==> config.mk <==
export PLATFORM = sky130hd
export DESIGN_NAME = ecg_heart_pulse_and_contact_detector_core
export DESIGN_NICKNAME = d
export VERILOG_FILES = /design/src/sv/ehpcd_pkg.sv /design/src/sv/ecg_heart_pulse_and_contact_detector_core.sv
export SDC_FILE = /design/constraint.sdc
export NUM_CORES = 1
export LEC_CHECK = 0
export ABC_AREA = 1
export CORE_UTILIZATION = 41
export CTS_BUF_LIST = sky130_fd_sc_hd__clkbuf_8
export CTS_CLUSTER_DIAMETER = 200
export DETAILED_ROUTE_END_ITERATION = 16
export DONT_BUFFER_PORTS = 1
export HOLD_SLACK_MARGIN = 0.06
export SLEW_MARGIN = 5
export SYNTH_ARGS = -nofsm -noshare
export SYNTH_HDL_FRONTEND = slang
export SYNTH_SLANG_ARGS = --single-unit
==> constraint.sdc <==
create_clock -name clk -period 6.5 [get_ports clk]
set_input_delay 0.325 -clock clk [delete_from_list [all_inputs] [get_ports clk]]
set_output_delay 0.325 -clock clk [all_outputs]
set_load 0.05 [all_outputs]
==> src/sv/ehpcd_pkg.sv <==
// Package for the ECG heart pulse and contact detector.
// Holds item codes, register indexes, field types and fixed limits.
// No dependencies.
package ehpcd_pkg;

    // Longest burst that is still classified and counted
    localparam logic [7:0] BURST_MAX = 8'd32;

    localparam int CFG_DATA_W  = 17;
    localparam int CFG_INDEX_W = 3;

    typedef logic [1:0]  op_t;
    typedef logic [23:0] word_t;
    typedef logic [16:0] interval_t;
    typedef logic [15:0] ms16_t;
    typedef logic signed [15:0] sample_t;
    typedef logic [1:0]  rhythm_t;
    typedef logic [3:0]  batch_t;
    typedef logic [31:0] time_t;
    typedef logic [7:0]  cnt8_t;
    typedef logic [15:0] cnt16_t;

    typedef enum logic [1:0] {
        OP_TICK = 2'd0,
        OP_RTOR = 2'd1,
        OP_FIFO = 2'd2
    } op_code_t;

    typedef enum logic [2:0] {
        REG_MIN_INTERVAL  = 3'd0,
        REG_MAX_INTERVAL  = 3'd1,
        REG_PULSE_WIDTH   = 3'd2,
        REG_FAKE_INTERVAL = 3'd3,
        REG_BAND_TOP      = 3'd4,
        REG_BAND_BOTTOM   = 3'd5,
        REG_BATCH_SIZE    = 3'd6,
        REG_ON_MIN_COUNT  = 3'd7
    } cfg_reg_t;

    localparam rhythm_t RHY_UNSTABLE = 2'd0;
    localparam rhythm_t RHY_STABLE   = 2'd1;
    localparam rhythm_t RHY_UNKNOWN  = 2'd2;

    localparam logic [2:0] TAG_VALID    = 3'd0;
    localparam logic [2:0] TAG_FAST     = 3'd1;
    localparam logic [2:0] TAG_OVERFLOW = 3'd7;

endpackage

==> src/sv/ecg_heart_pulse_and_contact_detector_core.sv <==
// Top level of the ECG heart pulse and contact detector.
// Keeps time, pulse level, hand contact and rhythm status; one result per item.
// Depends on ehpcd_pkg.
//
//  channel | signals                                         | direction
//  --------+-------------------------------------------------+----------
//  input   | in_valid, in_ready, op, rtor_word, fifo_word     | in
//  result  | out_valid, out_ready, pulse_level .. batch_done  | out
//  config  | cfg_we, cfg_index, cfg_data                      | in
//
// One item per clock while results are taken. All state updates at the transfer of an
// item; the result for that item sits in the output register in the next cycle.
// A new item transfers whenever the output register is empty or is being
// drained in the same cycle, so an item can follow every cycle.
// rst_n clears all state but the result payload and loads the register defaults; no clearing pass.
module ecg_heart_pulse_and_contact_detector_core (
    input  logic                                     clk,
    input  logic                                     rst_n,
    input  logic                                     in_valid,
    output logic                                     in_ready,
    input  ehpcd_pkg::op_t                           op,
    input  ehpcd_pkg::word_t                         rtor_word,
    input  ehpcd_pkg::word_t                         fifo_word,
    output logic                                     out_valid,
    input  logic                                     out_ready,
    output logic                                     pulse_level,
    output logic                                     pulse_started,
    output ehpcd_pkg::interval_t                     pulse_interval_ms,
    output logic                                     contact_status,
    output ehpcd_pkg::rhythm_t                       rhythm_status,
    output ehpcd_pkg::sample_t                       sample_value,
    output logic                                     burst_end,
    output logic                                     fifo_reset,
    output logic                                     batch_done,
    input  logic                                     cfg_we,
    input  logic [ehpcd_pkg::CFG_INDEX_W-1:0]        cfg_index,
    input  logic [ehpcd_pkg::CFG_DATA_W-1:0]         cfg_data
);
    import ehpcd_pkg::*;

    // Configuration registers
    interval_t min_interval_reg;
    interval_t max_interval_reg;
    ms16_t     pulse_width_reg;
    ms16_t     fake_interval_reg;
    sample_t   band_top_reg;
    sample_t   band_bottom_reg;
    batch_t    batch_size_reg;
    cnt16_t    on_min_reg;

    // Block state
    time_t   now_reg, now_next;
    time_t   pulse_on_time_reg, pulse_on_time_next;
    time_t   last_rtor_reg, last_rtor_next;
    time_t   last_fake_reg, last_fake_next;
    logic    pulse_high_reg, pulse_high_next;
    logic    contact_reg, contact_next;
    rhythm_t stability_reg, stability_next;
    cnt16_t  on_total_reg, on_total_next;
    cnt16_t  off_total_reg, off_total_next;
    cnt8_t   burst_on_reg, burst_on_next;
    cnt8_t   burst_off_reg, burst_off_next;
    cnt8_t   burst_len_reg, burst_len_next;
    batch_t  burst_count_reg, burst_count_next;

    // Output register
    logic      out_valid_reg;
    logic      pulse_level_reg;
    logic      started_reg, started_next;
    interval_t interval_reg, interval_next;
    logic      contact_out_reg;
    rhythm_t   rhythm_reg;
    sample_t   sample_reg, sample_next;
    logic      burst_end_reg, burst_end_next;
    logic      fifo_reset_reg, fifo_reset_next;
    logic      batch_done_reg, batch_done_next;

    logic in_xfer;

    // Decode helpers
    time_t     since_rtor;
    time_t     since_fake;
    time_t     since_pulse;
    interval_t rtor_iv;
    logic      rtor_ok;
    logic [2:0] tag;
    sample_t   sample;
    logic [16:0] on_sum;
    logic [16:0] off_sum;
    logic [10:0] len_x5;
    logic [9:0]  thr;

    // Take a new item when the result slot is empty or drains this cycle
    assign in_ready = !out_valid_reg || out_ready;
    assign in_xfer  = in_valid && in_ready;

    // Configuration writes
    always_ff @(posedge clk or negedge rst_n)
    begin
        if (!rst_n)
        begin
            min_interval_reg  <= 17'd500;
            max_interval_reg  <= 17'd1000;
            pulse_width_reg   <= 16'd200;
            fake_interval_reg <= 16'd833;
            band_top_reg      <= -16'sd8;
            band_bottom_reg   <= -16'sd25;
            batch_size_reg    <= 4'd5;
            on_min_reg        <= 16'd1;
        end
        else if (cfg_we)
        begin
            unique case (cfg_reg_t'(cfg_index))
                REG_MIN_INTERVAL:  min_interval_reg  <= cfg_data;
                REG_MAX_INTERVAL:  max_interval_reg  <= cfg_data;
                REG_PULSE_WIDTH:   pulse_width_reg   <= cfg_data[15:0];
                REG_FAKE_INTERVAL: fake_interval_reg <= cfg_data[15:0];
                REG_BAND_TOP:      band_top_reg      <= sample_t'(cfg_data[15:0]);
                REG_BAND_BOTTOM:   band_bottom_reg   <= sample_t'(cfg_data[15:0]);
                REG_BATCH_SIZE:    batch_size_reg    <= cfg_data[3:0];
                REG_ON_MIN_COUNT:  on_min_reg        <= cfg_data[15:0];
            endcase
        end
    end

    // Item processing: one pass from current state to next state and result
    always_comb
    begin
        now_next           = now_reg;
        pulse_on_time_next = pulse_on_time_reg;
        last_rtor_next     = last_rtor_reg;
        last_fake_next     = last_fake_reg;
        pulse_high_next    = pulse_high_reg;
        contact_next       = contact_reg;
        stability_next     = stability_reg;
        on_total_next      = on_total_reg;
        off_total_next     = off_total_reg;
        burst_on_next      = burst_on_reg;
        burst_off_next     = burst_off_reg;
        burst_len_next     = burst_len_reg;
        burst_count_next   = burst_count_reg;

        started_next    = 1'b0;
        interval_next   = '0;
        sample_next     = '0;
        burst_end_next  = 1'b0;
        fifo_reset_next = 1'b0;
        batch_done_next = 1'b0;

        // Tick timing: all differences wrap at 32 bits
        since_rtor  = now_reg + 32'd1 - last_rtor_reg;
        since_fake  = now_reg + 32'd1 - last_fake_reg;
        since_pulse = '0;

        // R-to-R interval in ms is the 14-bit count times eight
        rtor_iv = {rtor_word[23:10], 3'b000};
        rtor_ok = (rtor_iv >= min_interval_reg) && (rtor_iv <= max_interval_reg);

        tag    = fifo_word[5:3];
        sample = sample_t'(fifo_word[23:8]);
        on_sum  = '0;
        off_sum = '0;
        len_x5  = '0;
        thr     = '0;

        unique case (op_code_t'(op))
            OP_TICK:
            begin
                now_next = now_reg + 32'd1;
                if (contact_reg && (since_rtor > {15'd0, max_interval_reg})
                    && (since_fake > {16'd0, fake_interval_reg}) && !pulse_high_reg)
                begin
                    // Fill in a fake pulse after a long silence
                    stability_next     = RHY_UNSTABLE;
                    last_fake_next     = now_next;
                    pulse_high_next    = 1'b1;
                    pulse_on_time_next = now_next;
                    started_next       = 1'b1;
                    interval_next      = {1'b0, fake_interval_reg};
                end
                else if (!contact_reg)
                begin
                    stability_next = RHY_UNKNOWN;
                end
                // Drop the pulse once its width has elapsed
                since_pulse = now_next - pulse_on_time_next;
                if (since_pulse >= {16'd0, pulse_width_reg})
                begin
                    pulse_high_next = 1'b0;
                end
            end
            OP_RTOR:
            begin
                if (rtor_ok)
                begin
                    last_rtor_next = now_reg;
                    if (contact_reg)
                    begin
                        stability_next     = RHY_STABLE;
                        pulse_high_next    = 1'b1;
                        pulse_on_time_next = now_reg;
                        started_next       = 1'b1;
                        interval_next      = rtor_iv;
                    end
                end
            end
            OP_FIFO:
            begin
                sample_next = sample;
                // Classify only until the burst length saturates
                if (burst_len_reg < BURST_MAX)
                begin
                    burst_len_next = burst_len_reg + 8'd1;
                    if ((sample >= band_top_reg) || (sample <= band_bottom_reg))
                        burst_on_next = burst_on_reg + 8'd1;
                    else
                        burst_off_next = burst_off_reg + 8'd1;
                end
                if ((tag != TAG_VALID) && (tag != TAG_FAST))
                begin
                    burst_end_next  = 1'b1;
                    fifo_reset_next = (tag == TAG_OVERFLOW);
                    // Fold in burst counts, saturating at full scale
                    on_sum  = {1'b0, on_total_reg}  + {9'd0, burst_on_next};
                    off_sum = {1'b0, off_total_reg} + {9'd0, burst_off_next};
                    if (burst_len_next > 8'd1)
                    begin
                        on_total_next  = on_sum[16]  ? 16'hFFFF : on_sum[15:0];
                        off_total_next = off_sum[16] ? 16'hFFFF : off_sum[15:0];
                    end
                    burst_count_next = burst_count_reg + 4'd1;
                    if (burst_count_next >= batch_size_reg)
                    begin
                        // Off threshold is floor(5/2 of the last burst length)
                        len_x5 = {1'b0, burst_len_next, 2'b00} + {3'd0, burst_len_next};
                        thr    = len_x5[10:1];
                        contact_next = (on_total_next > on_min_reg)
                                       && (off_total_next > {6'd0, thr});
                        on_total_next    = '0;
                        off_total_next   = '0;
                        burst_count_next = '0;
                        batch_done_next  = 1'b1;
                    end
                    burst_on_next  = '0;
                    burst_off_next = '0;
                    burst_len_next = '0;
                end
            end
            default:
            begin
                // Unused code: hold all state and report it
            end
        endcase
    end

    // State registers advance only on an input transfer
    always_ff @(posedge clk or negedge rst_n)
    begin
        if (!rst_n)
        begin
            now_reg           <= '0;
            pulse_on_time_reg <= '0;
            last_rtor_reg     <= '0;
            last_fake_reg     <= '0;
            pulse_high_reg    <= 1'b0;
            contact_reg       <= 1'b0;
            stability_reg     <= RHY_UNKNOWN;
            on_total_reg      <= '0;
            off_total_reg     <= '0;
            burst_on_reg      <= '0;
            burst_off_reg     <= '0;
            burst_len_reg     <= '0;
            burst_count_reg   <= '0;
        end
        else if (in_xfer)
        begin
            now_reg           <= now_next;
            pulse_on_time_reg <= pulse_on_time_next;
            last_rtor_reg     <= last_rtor_next;
            last_fake_reg     <= last_fake_next;
            pulse_high_reg    <= pulse_high_next;
            contact_reg       <= contact_next;
            stability_reg     <= stability_next;
            on_total_reg      <= on_total_next;
            off_total_reg     <= off_total_next;
            burst_on_reg      <= burst_on_next;
            burst_off_reg     <= burst_off_next;
            burst_len_reg     <= burst_len_next;
            burst_count_reg   <= burst_count_next;
        end
    end

    // Result valid: set on input transfer, clear when taken without refill
    always_ff @(posedge clk or negedge rst_n)
    begin
        if (!rst_n)
            out_valid_reg <= 1'b0;
        else if (in_xfer)
            out_valid_reg <= 1'b1;
        else if (out_ready)
            out_valid_reg <= 1'b0;
    end

    // Result payload: load with each input transfer
    always_ff @(posedge clk)
    begin
        if (in_xfer)
        begin
            pulse_level_reg <= pulse_high_next;
            started_reg     <= started_next;
            interval_reg    <= interval_next;
            contact_out_reg <= contact_next;
            rhythm_reg      <= stability_next;
            sample_reg      <= sample_next;
            burst_end_reg   <= burst_end_next;
            fifo_reset_reg  <= fifo_reset_next;
            batch_done_reg  <= batch_done_next;
        end
    end

    assign out_valid         = out_valid_reg;
    assign pulse_level       = pulse_level_reg;
    assign pulse_started     = started_reg;
    assign pulse_interval_ms = interval_reg;
    assign contact_status    = contact_out_reg;
    assign rhythm_status     = rhythm_reg;
    assign sample_value      = sample_reg;
    assign burst_end         = burst_end_reg;
    assign fifo_reset        = fifo_reset_reg;
    assign batch_done        = batch_done_reg;

endmodule

==> summary.md <==
| Metric | Value |
|---|---|
| Initial Util | `41.72%` |
| Reg2Reg Setup Slack | `-700 ps` |
| Via density | `4.989` |
| Cell mode on critical path | `nand2_1` |
| Initial DRC Count | `between 1500 and 2000` |
| Placed cell area | `0.03065 mm²` |
| Worst Reg-to-Reg Cells | `46` |
| Critical path class | `reg2reg` |
| Final min period | `7198 ps` |
| Reg-to-reg endpoint | `pulse_high_reg` |
| Status | `finished, violations left` |
| Post-route DRC | `0` |
| RSZ-0062 raised after global routing | `yes` |
| Reg-to-reg startpoint | `now_reg[1]` |
| Final Power | `a little under 20 mW` |
| Synth warn | `0` |
| Clock transition at path regs | `60 ps` |
| Largest net degree at the start of global routing | `about 310` |
| CTS tree | `yes` |
| Cell count after synthesis | `3685` |
| EDFF count, synth | `41` |
| Leak pwr | `17.50 nW` |
| Simple-gate share of the synthesized area | `24.70%` |
| Final Setup Violations | `2` |
| Asr flop ratio synth | `88.35%` |
| Synth Area in Adders | `12.72%` |
| Initial DRT Pass Iterations | `8` |
| Grt ovf | `0` |
| Crit path max-delay family | `simple AND/OR/NAND/NOR gates` |
| Slowest stage cell on the critical path | `ha_2` |
| Xor/xnor share of the synthesized area | `under 10%` |
| Die width | `255.8 µm` |
| Post-synthesis compound-gate area fraction | `about 14%` |
| Slew @ Worst Pin | `1170 ps` |
| Critical Path Source Type | `flop` |
| Max Freq | `0.1389 GHz` |
| Final worst setup slack | `-698.5 ps` |
| Wirelength, routed | `81.84 mm` |
| Cell area after layout | `about 0.034 mm²` |
| Num rows | `92` |
| Clk Tree Root Cell | `clkbuf_8` |
| Clock Path Buffers | `3` |
| Hpwl dp | `62.40 mm` |
| Nets | `between 4000 and 5000` |
| Worst EP required | `7040 ps` |
| Hold Fails Final Rpt | `approximately 310` |
| Mux share of post-synthesis cell area | `0%` |
| #FFs+latches synth | `352` |
| Share of layout cells above drive strength 1 | `19.93%` |
| Relative slew slack | `21.75%` |
| Area delta synth->final | `27.09%` |
| Top_reg_cell synth | `dfrtp_1` |
| Slowest stage delay, CP | `410 ps` |
| First-pass GRT wire length | `around 130 mm` |
| Hold buffers post-CTS | `53` |
| Arr. time, crit path | `7740 ps` |
| Fin. max-slew vios | `0` |
| Filler instances | `between 6000 and 7000` |
| Core ar. | `roughly 0.063 mm²` |
| Syn_nets | `4025` |
| Setup tns final | `-1330 ps` |
| TritonCTS buffer count | `66` |
| Sequential area share after synthesis | `34.36%` |
| Failing checks | `negative hold slack, negative setup slack` |
| Routed len/inst | `16.04 µm` |
| PortBufs | `0` |
| Post-synth cell types | `58` |
| Max-Cap Viols | `0` |
| Critical Path Start | `now_reg[1]` |
| # H-tree levels | `3` |
| Fin util | `53.03%` |
| Largest family of logic cells by synthesized area | `simple AND/OR/NAND/NOR gates` |
| Die Ht | `between 200 and 300 µm` |
| GP Congestion | `roughly 0.93` |
| Vias | `25450` |
| Clock latency on the worst-skew pair | `650 ps` |
| Avg Inst Size Synth | `7.168 µm²` |
| Initial antenna violation count | `2` |
| Vias in the first global route | `24440` |
| Die area | `about 0.065 mm²` |
| Worst Hold Class | `in2async` |
| Clock sinks | `approximately 350` |
| Placed insts | `4901` |
| Non-filler instance count after layout | `5102` |
| Final ANT Viol Nets | `0` |
| Period utilization | `110.7%` |
| Hold_ws | `-601.0 ps` |
| Io pins | `118` |
| Crit-path max FO | `5` |
| Maximum vdd drop | `0.0003003 V` |
| Global Route Usage Sum | `between 20% and 30%` |
| Crit end category | `flop` |
| Worst Skew | `roughly 54 ps` |
| Cell Pwr Density | `588.8 mW/mm²` |
| Cell Area, Synth | `0.02642 mm²` |
| Post-place setup slack | `-842.2 ps` |
| CP Buf/Inv Count | `5` |
cell usage after synthesis, drive strengths merged (41+ instances only):
cell	count	share of area, %
nor3	51	0.99
o21ai	355	7.1
dfstp	50	5.0
a21oi	176	3.3
inv	633	9.0
nand2	1054	15
nand4	41	1.0
nor2	254	3.8
clkbuf	57	0.81
xor2	96	3.2
dfrtp	261	25
edfxtp	41	4.7
nand3	138	2.7
ha	259	12
cells in the final DEF, fill, tap and decap left out, types with 6 or more instances in the layout:
master and n:
nand3b_1 11, a31oi_1 6, o21ai_2 33, edfxtp_1 41, nor3_2 11, o21bai_1 16
a21oi_2 22, clkbuf_8 80, o21ai_0 291, nand3_1 131, inv_2 17, o21ai_1 29
xor2_2 7, nand4_1 40, ha_4 28, dfrtp_1 260, nand2_2 31, o211ai_1 35
nor2_1 224, xor2_1 87, dlygate4sd3_1 53, nor2_4 11, a21oi_1 153, inv_1 636
o22ai_1 30, o22ai_2 7, ha_1 228, nor2_2 18, dfstp_2 50, nor3_1 38
clkinv_1 8, a21o_1 13, xnor2_1 17, buf_4 466, nand2_1 1018
worst max path at each step:
stage,depth (start not counted),end,slack [ps]
after floorplan,56,pulse_high_reg,-110
after global placement,51,pulse_high_reg,-670
after detailed placement,53,pulse_high_reg,-840
after CTS,56,pulse_high_reg,-640
after global routing,52,pulse_high_reg,-1320
final,46,pulse_high_reg,-700
power by group:
group | internal [mW] | switching (mW)
clock network | 1.21 | 1.02
logic | 6.54 | 7.70
registers | 2.84 | 0.458
total | 10.6 | 9.18
timing repair:
item	in CTS	in global routing
pin swaps	17	36
setup endpoints to repair	2	4
gates cloned	1	0
gates resized for setup	63	107
buffers inserted	13	14
endpoints found under the hold margin	408	311
final cells by class:
class,instances,area (µm²),share of cell area (%)
Multi-Input combinational cell,2623,15600,46.46
Sequential cell,352,9077,27.04
Timing Repair Buffer,523,4074,12.14
Inverter,637,2406,7.167
Clock buffer,80,1101,3.280
Tap cell,846,1059,3.153
Clock inverter,39,246.5,0.7342
Timing Repair inverter,1,8.758,0.02609
Antenna cell,1,2.502,0.007454
routing by layer:
| layer | routed length (µm) | track usage, % |
|---|---|---|
| met5 | 0 | 0 |
| met2 | 37150 | 40.15 |
| met1 | 38800 | 34.69 |
| met3 | 4198 | 3.268 |
| met4 | 1690 | 6.121 |
kinds of logic after synthesis:
| kind of cell | count (synthesis) |
|---|---|
| AND/OR/NAND/NOR | 1579 |
| adder cells (fa/ha/maj) | 265 |
| flip-flops | 352 |
| XOR/XNOR | 113 |
| buffers and inverters | 710 |
| AO/OA/AOI/OAI | 666 |
No activity file was read; power rests on OpenSTA's default activity.
